**src/hw/rtl/assert_macros.svh**
```systemverilog
// assertion helpers
`ifndef ASSERT_MACROS_SVH
`define ASSERT_MACROS_SVH

// condition must never hold outside reset
`define ASSERT_NEVER(label, clk, rst, cond) \
   label: assert property (@(posedge clk) disable iff (rst) !(cond)) \
      else $error("assertion failed: never");

// antecedent implies consequent in the next cycle
`define ASSERT_NEXT(label, clk, rst, ante, cons) \
   label: assert property (@(posedge clk) disable iff (rst) (ante) |=> (cons)) \
      else $error("assertion failed: next");

`endif

```
**src/hw/rtl/tss_pkg.sv**
```systemverilog
package tss_pkg;

   localparam int MaxSamples = 4096;
   localparam int CntW      = 13;
   localparam int AngW      = 16;
   localparam int SumW      = 28;
   localparam int SqW       = 43;
   localparam int PeakW     = 32;
   localparam int WideW     = 56;
   localparam int DivW      = 25;
   localparam int RemW      = 26;
   localparam int OutW      = 15;
   localparam int DivSteps  = 56;
   localparam int SqrtSteps = 28;
   localparam int StepW     = 6;

   typedef enum logic [3:0] {
      ST_IDLE,
      ST_MUL,
      ST_DIFF,
      ST_DIV_LOAD,
      ST_DIV_RUN,
      ST_DIV_SAVE,
      ST_SQ_LOAD,
      ST_SQ_RUN,
      ST_SQ_SAVE,
      ST_EMIT
   } state_type;

   typedef enum logic [1:0] {
      JOB_PITCH = 2'd0,
      JOB_ROLL  = 2'd1,
      JOB_PEAK  = 2'd2,
      JOB_RMS   = 2'd3
   } job_type;

   typedef struct packed {
      logic    accumulate;
      logic    mul;
      logic    diff;
      logic    div_load;
      logic    div_step;
      logic    div_save;
      logic    sq_load;
      logic    sq_step;
      logic    sq_save;
      logic    emit;
      job_type job;
   } cmd_type;

endpackage

```
**src/hw/rtl/tss_ctrl.sv**
```systemverilog
`include "assert_macros.svh"

module tss_ctrl (
   input  logic              clock,
   input  logic              reset,
   input  logic              start,
   input  logic              req_has_sample,
   input  logic              req_last,
   output logic              busy,
   output tss_pkg::cmd_type  cmd
);

   tss_pkg::state_type state_ff, state_in;
   logic [tss_pkg::StepW-1:0] cnt_ff, cnt_in;
   tss_pkg::job_type job_ff, job_in;

   always_ff @(posedge clock) begin
      if (reset) begin
         state_ff <= tss_pkg::ST_IDLE;
         cnt_ff   <= '0;
         job_ff   <= tss_pkg::JOB_PITCH;
      end else begin
         state_ff <= state_in;
         cnt_ff   <= cnt_in;
         job_ff   <= job_in;
      end
   end

   always_comb begin
      state_in = state_ff;
      cnt_in   = cnt_ff;
      job_in   = job_ff;
      cmd      = '0;
      cmd.job  = job_ff;
      busy     = 1'b1;
      case (state_ff)
         tss_pkg::ST_IDLE: begin
            busy = 1'b0;
            cmd.accumulate = start & req_has_sample;
            if (start && req_last) begin
               state_in = tss_pkg::ST_MUL;
            end
         end
         tss_pkg::ST_MUL: begin
            cmd.mul  = 1'b1;
            state_in = tss_pkg::ST_DIFF;
         end
         tss_pkg::ST_DIFF: begin
            cmd.diff = 1'b1;
            job_in   = tss_pkg::JOB_PITCH;
            state_in = tss_pkg::ST_DIV_LOAD;
         end
         tss_pkg::ST_DIV_LOAD: begin
            cmd.div_load = 1'b1;
            cnt_in       = '0;
            state_in     = tss_pkg::ST_DIV_RUN;
         end
         tss_pkg::ST_DIV_RUN: begin
            cmd.div_step = 1'b1;
            cnt_in       = cnt_ff + 1'b1;
            if (cnt_ff == tss_pkg::StepW'(tss_pkg::DivSteps - 1)) begin
               state_in = tss_pkg::ST_DIV_SAVE;
            end
         end
         tss_pkg::ST_DIV_SAVE: begin
            cmd.div_save = 1'b1;
            if (job_ff == tss_pkg::JOB_ROLL) begin
               job_in   = tss_pkg::JOB_RMS;
               state_in = tss_pkg::ST_DIV_LOAD;
            end else if (job_ff == tss_pkg::JOB_RMS) begin
               job_in   = tss_pkg::JOB_PITCH;
               state_in = tss_pkg::ST_SQ_LOAD;
            end else begin
               job_in   = tss_pkg::JOB_ROLL;
               state_in = tss_pkg::ST_DIV_LOAD;
            end
         end
         tss_pkg::ST_SQ_LOAD: begin
            cmd.sq_load = 1'b1;
            cnt_in      = '0;
            state_in    = tss_pkg::ST_SQ_RUN;
         end
         tss_pkg::ST_SQ_RUN: begin
            cmd.sq_step = 1'b1;
            cnt_in      = cnt_ff + 1'b1;
            if (cnt_ff == tss_pkg::StepW'(tss_pkg::SqrtSteps - 1)) begin
               state_in = tss_pkg::ST_SQ_SAVE;
            end
         end
         tss_pkg::ST_SQ_SAVE: begin
            cmd.sq_save = 1'b1;
            if (job_ff == tss_pkg::JOB_RMS) begin
               state_in = tss_pkg::ST_EMIT;
            end else begin
               job_in   = tss_pkg::job_type'(job_ff + 2'd1);
               state_in = tss_pkg::ST_SQ_LOAD;
            end
         end
         tss_pkg::ST_EMIT: begin
            cmd.emit = 1'b1;
            state_in = tss_pkg::ST_IDLE;
         end
         default: begin
            state_in = tss_pkg::ST_IDLE;
         end
      endcase
   end

   `ASSERT_NEVER(a_step_overlap, clock, reset, cmd.div_step && cmd.sq_step)
   `ASSERT_NEXT(a_emit_idle, clock, reset, cmd.emit, !busy)
   `ASSERT_NEVER(a_div_cnt, clock, reset,
      cmd.div_step && (cnt_ff > tss_pkg::StepW'(tss_pkg::DivSteps - 1)))

endmodule

```
**config.mk**
```make
export PLATFORM = sky130hd
export DESIGN_NAME = tss_ctrl
export DESIGN_NICKNAME = d
export VERILOG_FILES = /design/src/hw/rtl/tss_pkg.sv /design/src/hw/rtl/tss_ctrl.sv
export VERILOG_INCLUDE_DIRS = /design/src /design/src/hw/rtl
export SDC_FILE = /design/constraint.sdc
export NUM_CORES = 1
export LEC_CHECK = 0
export ABC_CLOCK_PERIOD_IN_PS = 1400
export BUFFER_PORTS_ARGS = -buffer_cell sky130_fd_sc_hd__clkbuf_2
export CAP_MARGIN = 10
export CORE_MARGIN = 2
export CORE_UTILIZATION = 30
export CTS_CLUSTER_DIAMETER = 50
export CTS_CLUSTER_SIZE = 24
export DETAILED_ROUTE_END_ITERATION = 12
export PLACE_DENSITY = 0.54
export SLEW_MARGIN = 20
export SYNTH_ARGS = -nofsm -noshare
export SYNTH_HDL_FRONTEND = slang
export SYNTH_SLANG_ARGS = --single-unit
```
**constraint.sdc**
```tcl
create_clock -name clock -period 1.4 [get_ports clock]
set_input_delay 0.14 -clock clock [delete_from_list [all_inputs] [get_ports clock]]
set_output_delay 0.14 -clock clock [all_outputs]
set_load 0.01 [all_outputs]
```
Word-level counts from Yosys, hierarchy flattened
Cells that the tools add are included.

Reductions and logical operators: 8. Eq/ne operators: 17. Shift operators: 0. Div/mod/pow operators: 0. Multiplexer cells: 23. $add $sub $neg: 2. Bitwise operators: 1. Multipliers: 0. Order comparisons: 0.

Operators with widths (number): $pmux 4 s9 (1); $eq 4x3->1 const B (4); $mux 4 (4); $mux 1 (12); $pmux 6 s2 (1); $eq 4x2->1 const B (2); $eq 4x4->1 const B (2); $ne 2x2->1 const B (4); $add 6x1->6 const B (1); $eq 6x5->1 const B (1); $eq 6x6->1 const B (1); $mux 3 (2); $pmux 2 s3 (1); $eq 4x1->1 const B (1); $logic_not 4->1 (1); $mux 2 (2); $reduce_or 2->1 (2); $reduce_and 3->1 (1); $reduce_bool 3->1 (1); $add 2x1->2 const B (1); $eq 2x1->1 const B (1); $eq 2x2->1 const B (1); $reduce_and 2->1 (1); $reduce_bool 2->1 (1); other kinds (2) (2).

Output and inout bits: 13. Memories kept: 0. Bits of input ports: 5. Bits in writable memories: 0. Register bits: 12. Latch bits: 0. Logic and storage cells: 54. Memory bits (read-only): 0.

Logic depth before layout (Yosys ltp)
Gate-level depths: netlist (run 1).

Depth in word-level cells: 4. Depth in mapped cells: 5. Mapped depth without buffers: 5.

Least setup slack after synthesis (run 1)
Ideal clock, no wire load.

Path kind: register -> register. Start point: reg state_ff[0]. End point: reg state_ff[0]. Path buffers: 0. Period minus slack after synthesis: 1.501 ns. Cell stages (with the launch flop): 6. Setup slack: -0.101 ns. Data arrival time: 1.385 ns. Required time: 1.284 ns. Setup time: 0.116 ns. Path through: dfxtp_1 -> or4b_4 -> inv_2 -> o21a_1 -> nor3_2 -> o211a_1.

Longest elaborated chain between the ends: 3. Elaborated cells on any way between the ends: 14. Classes of those cells: eq/ne (11); mux (1); reduce/logical (2).

Ends and longest elaborated chain: start: declaration (line tss_ctrl.sv:13) `tss_pkg::state_type state_ff, state_in;`; start signal: assignment (line tss_ctrl.sv:19) `state_ff <= tss_pkg::ST_IDLE;`; start signal: assignment (line tss_ctrl.sv:23) `state_ff <= state_in;`; $eq 4x3->1 / $logic_not 4->1 (equally long branches) (line tss_ctrl.sv:36) `case (state_ff)`; $ne 2x2->1 (no source line); $reduce_and 3->1 (no source line).

Several ways; a longest one is shown, not always the timed one. A chain may end at the register's enable or synchronous reset.

Worst setup path in the final report (run 1)
Start point: reg state_ff[1]. End point: reg state_ff[0].

The elaborated chain is that of the path after synthesis.

==> run_results.csv, run 1 <==
group,metric,value,unit
status,outcome,"finished with violations",
status,violations,"setup timing",
power,seq_power_share,0.188,
sta,worst_slew_pin_slew,0.369,ns
yosys,netlist_instances,104,
floorplan,die_area,3260,um2
grt,gr-total-overflow,0,
place,gp_congestion,0.831,
flow_run,drv_cap,0,
cts,cts_made_buffers,3,
sta,hold_violations,0,
grt,grt_max_degree,15,
power,netSwitchingFraction,0.399,
cts,htreeDepth,1,
floorplan,core,2710,um2
yosys,ys_ff_latch,12,
power,ir_drop,0.983,mV
worst_setup_path,crit_required,1.57,ns
sta,final-max-slew-violation-count,0,
worst_setup_path,crit_type,"reg2reg",
place,dp_cells,176,
yosys,syn_avg_cell_area,8.13,um2
finish,layout_commonest_cell,"buf_4",
place,dpl_worst_slack,-0.129,ns
power,p_comb_frac,0.703,
yosys,synth_flop_cell,"dfxtp_1",
route,routed_via_density,5.23,
sta,rsz0062_at_grt,"true",
power,p_leak,0.737,nW
sta,hold_ws,0.248,ns
yosys,synthesis.area,846,um2
route,drt_iter0_markers,47,
cts,clkSinkCount,12,
cts,postCtsHoldBufs,0,
yosys,synth_edf_count,0,
yosys,yosys_warnings,0,
route,drt-total-wl,3130,um
finish,fin_cells,201,
sta,setup_ws,-0.256,ns
route,wl_met3,117,um
floorplan,die_h,57.1,um
min_path,hold_path_class,"in2reg",
finish,final_cell_mix,"buf_4 (30), buf_6 (20), buf_2 (8)",
min_path,min-delay-start,"reset",
route,wl_met1,1330,um
place,hpwl,1690,um
grt,grt_usage,0.170,
power,power_density,1580,nW/um2
sta,relSlewSlack,0.753,
min_path,min_to,"cnt_ff[3]",
cts,clkTransAtPathRegs,0.09,ns
cts,cts.path.max_buffers,2,
route,drc,0,
cts,clock_latency,0.29,ns
floorplan,rows,19,
yosys,async_flop_share,0,
worst_setup_path,r2r-start,"state_ff[1]",
route,dr.pass1.iters,4,
min_path,hold_depth,2,
floorplan,pin_count,18,
grt,antenna_found_initial,0,
finish,drive_gt1_frac,0.676,
worst_setup_path,ff2ff_setup_slack,-0.26,ns
sta,max_freq,0.604,GHz
route,routed.top_layer,"met4",
floorplan,dieWidth,57.1,um
yosys,ys_types,42,
floorplan,initial_core_util,0.312,
cts,cts_root_buffer,"clkbuf_4",
worst_setup_path,crit_path_max_fanout,5,
power,net-switching-power,1.05,mW
route,wl_per_cell,15.6,um
worst_setup_path,end_kind,"flip-flop",
power,p_int,1.59,mW
sta,layout_worst_path_cycle_share,1.18,
worst_setup_path,critPathLaunchType,"flip-flop",
route,dr_wl_met2,1580,um
yosys,syn-num-nets,113,
route,vias,1052,
finish,area_growth,98.4,%
finish,nets,180,
finish,insertedDiodeCount,0,
worst_setup_path,cp_data_arrival_time,1.82,ns
grt,grt_pass1_wl,4420,um
grt,grt_pass1_vias,1010,
yosys,yosysSeqAreaShare,0.284,
route,antenna_left,0,
worst_setup_path,reg2reg_to,"state_ff[0]",
worst_setup_path,reg2regPathDepth,5,
sta,fin_skew,0.0191,ns
cts,cts_tree,"done",
sta,fin_crit,1.66,ns
place,portBuffers,17,
power,clkPwrFrac,0.109,
sta,setup_violations,22,
## cells by family (layout without fill, tap and decap cells)
group                    count (synthesis)  in the layout  share of synthesized area
flip-flops                              12             12                      0.284
buffers and inverters                   12             78                     0.0592
adder cells (fa/ha/maj)                  4              4                     0.0592
AND/OR/NAND/NOR                         43             43                      0.311
AO/OA/AOI/OAI                           33             33                      0.287
## worst max-delay path: stages (launching register included)
cell and delay (ns):
dfxtp_4 0.36, or4_4 0.55, buf_4 0.16, a21oi_4 0.19, nor3_4 0.08, o211a_1 0.21
## worst max-delay path by stage
stage / slack (ns) / end / depth (start not counted) / start
2_1_floorplan: -0.08 / state_ff[0] / 5 / state_ff[3]
3_3_place_gp: -0.09 / state_ff[0] / 5 / state_ff[0]
3_5_place_dp: -0.13 / cnt_ff[5] / 4 / state_ff[0]
4_1_cts: -0.24 / cmd[11] / 4 / state_ff[3]
5_1_grt: -0.28 / cmd[11] / 4 / state_ff[1]
6_report: -0.26 / state_ff[0] / 5 / state_ff[1]
## per-stage QoR
stage | power (mW) | cell area [um2] | util | setup TNS (ns)
floorplan | 1.11 | 870 | - | -0.239
global placement | 1.58 | 1190 | 0.438 | -0.633
detailed placement | 1.59 | 1190 | 0.438 | -0.844
CTS | 2.32 | 1450 | 0.535 | -2.41
global route | 2.80 | 1680 | 0.619 | -3.99
finish | 2.64 | 1680 | 0.619 | -2.75
## sequential cells by signal, indices dropped and copies added (netlist names)
register  cells
cnt_ff        6
state_ff      4
job_ff        2
## power groups by stage
stage               logic [mW]  registers, mW  clock network, mW
global route              1.98          0.506              0.316
global placement          1.11          0.472                  0
floorplan                0.623          0.490                  0
CTS                       1.56          0.479              0.283
finish                    1.86          0.496              0.289
detailed placement        1.11          0.477                  0
## area by class of cell
class                           count  area [um2]
Tap cell                           31        38.8
Clock buffer                        4        36.3
Inverter                            7        31.3
Timing Repair Buffer               67         581
Multi-Input combinational cell     80         733
Sequential cell                    12         258
Fill cell                         221        1030
## layer usage
layer | global-route usage | up-vias
met1 | 0.219 | 499
met5 | 0 | -
met4 | 0.0764 | 0
met3 | 0.0340 | 8
met2 | 0.276 | 24
li1 | - | 521
## repair_timing
action	in CTS	in global routing
gates cloned	0	1
gates resized for setup	31	47
setup buffers	13	8
pin swaps	15	15
setup endpoints to repair	23	23
## Yosys cell counts (2+ instances only)
cell / n / area share
nor3b_1: 3 / 0.027
buf_2: 4 / 0.024
nor3_1: 3 / 0.018
nand2b_1: 4 / 0.030
inv_1: 6 / 0.027
a311oi_1: 4 / 0.041
a21oi_2: 2 / 0.021
o21ai_1: 2 / 0.012
dfxtp_1: 12 / 0.28
nand3_1: 3 / 0.018
nand3b_1: 2 / 0.018
o21ai_0: 3 / 0.018
nand2_1: 7 / 0.031
a21oi_1: 8 / 0.047
nor2_1: 10 / 0.044
ha_1: 4 / 0.059
a31oi_1: 2 / 0.015
Note: power is estimated with default switching activity, not from simulation.
==> run 2, diff against run 1 <==
ABC_CLOCK_PERIOD_IN_PS = 2000   (was 1400)
PLACE_DENSITY = 0.52   (was 0.54)
clock period = 2 ns   (was 1.4 ns; I/O delays follow)
==> run 2 against run 1 <==
- the run now ends clean
- non-clock buffer count fell by 49
- clock skew down 0.018 ns
- count of clock-buffer cells in the layout is the same
- critical path depth fell by 2
- register-to-register slack improved by 0.47 ns
- utilization fell by 25 points
- sequential share of layout area increased by 8.9 points
- critical endpoint is now cmd[7]
- combinational power decreased by 74%
- flip-flop and latch count did not move
- sequential power shrank 19%
==> run_results.csv, run 2 (same netlist as run 1, synthesis figures left out) <==
group,metric,value,unit
status,outcome,"completed",
grt,gr-total-overflow,0,
grt,grt_max_degree,18,
sta,hold_violations,0,
worst_setup_path,crit_required,1.80,ns
finish,layout_commonest_cell,"clkbuf_2",
finish,area_growth,17.0,%
cts,clkTransAtPathRegs,0.08,ns
power,p_comb_frac,0.450,
sta,fin_skew,0.00147,ns
finish,fill_cells,290,
finish,final_design_area_no_fill,990,um2
power,p_int,0.616,mW
worst_setup_path,critPathLaunchType,"flip-flop",
grt,grt_pass1_wl,3410,um
sta,relSlewSlack,0.642,
cts,cts_tree,"done",
finish,final_cell_mix,"clkbuf_2 (17), dfxtp_1 (12), nor2_1 (10)",
finish,multi_input_area,556,um2
sta,layout_worst_path_cycle_share,0.930,
route,wl_per_cell,13.3,um
finish,top_register,"cnt_ff",
place,gp_congestion,0.822,
route,dr.pass1.iters,4,
cts,cts_root_buffer,"clkbuf_4",
power,net-switching-power,0.468,mW
route,routed_via_density,5.47,
worst_setup_path,crit_type,"reg2out",
power,netSwitchingFraction,0.432,
route,drt_iter0_markers,37,
cts,cts_made_buffers,3,
grt,grt_usage,0.130,
sta,rsz0062_at_grt,"false",
flow_run,drv_cap,0,
floorplan,rows,19,
grt,grt_pass1_vias,771,
route,vias,832,
power,clkPwrFrac,0.180,
cts,htreeDepth,1,
place,portBuffers,17,
cts,clock_latency,0.27,ns
finish,drive_gt1_frac,0.273,
power,p_leak,0.414,nW
worst_setup_path,crit_path_max_fanout,15,
worst_setup_path,cp_data_arrival_time,1.66,ns
finish,nets,131,
power,seq_power_share,0.369,
floorplan,die_h,57.1,um
sta,worst_slew_pin_slew,0.536,ns
sta,final-max-slew-violation-count,0,
floorplan,initial_core_util,0.312,
place,place_area,953,um2
power,power_density,1100,nW/um2
sta,max_freq,0.538,GHz
min_path,hold_path_class,"in2reg",
floorplan,dieWidth,57.1,um
cts,clkSinkCount,12,
floorplan,die_area,3260,um2
finish,register_area,240,um2
place,hpwl,1480,um
cts,cts.path.max_buffers,2,
sta,fin_crit,1.86,ns
finish,insertedDiodeCount,0,
place,dpl_worst_slack,0.241,ns
worst_setup_path,end_kind,"output pin",
cts,cts_resized,0,
floorplan,pin_count,18,
floorplan,core,2710,um2
finish,top_regs,"cnt_ff x6, state_ff x4, job_ff x2",
worst_setup_path,ff2ff_setup_slack,0.21,ns
cts,cts_setup_buffers,0,
sta,setup_violations,0,
power,ir_drop,0.588,mV
cts,postCtsHoldBufs,0,
sta,setup_ws,0.141,ns
grt,antenna_found_initial,0,
route,drc,0,
route,antenna_left,0,
route,drt-total-wl,2020,um
sta,setup-tns-final,0,ns
finish,largest_reg_flops,6,
-- run 2: cell count changes in the layout (fill, tap and decap cells not counted), moves of 4 or more --
cell / previous run / this run
buf_4: 30 / 1
buf_6: 20 / 0
clkbuf_2: 6 / 17
buf_2: 8 / 0
dfxtp_1: 6 / 12
nor2_1: 5 / 10
nor2_2: 5 / 0
dfxtp_4: 4 / 0
-- run 2: critical path, stage by stage (launching register included) --
cell	delay (ns)
dfxtp_1	0.60
or4b_4	0.57
inv_2	0.08
clkbuf_2	0.13
-- run 2: area by class of cell --
class | count | area share
Timing Repair Buffer | 18 | 0.0936
Tap cell | 31 | 0.0392
Inverter | 7 | 0.0265
Clock buffer | 4 | 0.0367
Sequential cell | 12 | 0.243
Multi-Input combinational cell | 80 | 0.561
-- run 2: final timing paths --
| kind | from | to | depth (start not counted) |
|---|---|---|---|
| max | state_ff[2] | cmd[7] | 3 |
| min | req_last | state_ff[2] | 3 |
| max reg2reg | state_ff[2] | cnt_ff[5] | 4 |
| min reg2reg | cnt_ff[0] | cnt_ff[0] | 1 |
-- run 2: routing by layer --
layer,vias up,global-route usage,share of wire
li1,426,-,-
met1,387,0.157,0.47
met2,17,0.227,0.48
met3,2,0.0385,0.044
met4,0,0.0299,0.0064
met5,-,0,0
-- run 2: power groups by stage --
| stage | registers (mW) | clock network (mW) | logic [mW] |
|---|---|---|---|
| after floorplan | 0.341 | 0 | 0.421 |
| after detailed placement | 0.405 | 0 | 0.492 |
| after global placement | 0.401 | 0 | 0.486 |
| after global routing | 0.416 | 0.210 | 0.549 |
| final | 0.401 | 0.196 | 0.488 |
| after CTS | 0.399 | 0.199 | 0.494 |
-- run 2: metrics by stage --
step,util,std cells,hold WS (ns),power (mW)
2_1_floorplan,-,104,0.273,0.763
6_report,0.365,152,0.252,1.08
3_5_place_dp,0.352,148,0.494,0.897
3_3_place_gp,0.352,148,0.483,0.888
5_1_grt,0.365,152,0.284,1.17
4_1_cts,0.365,152,0.250,1.09
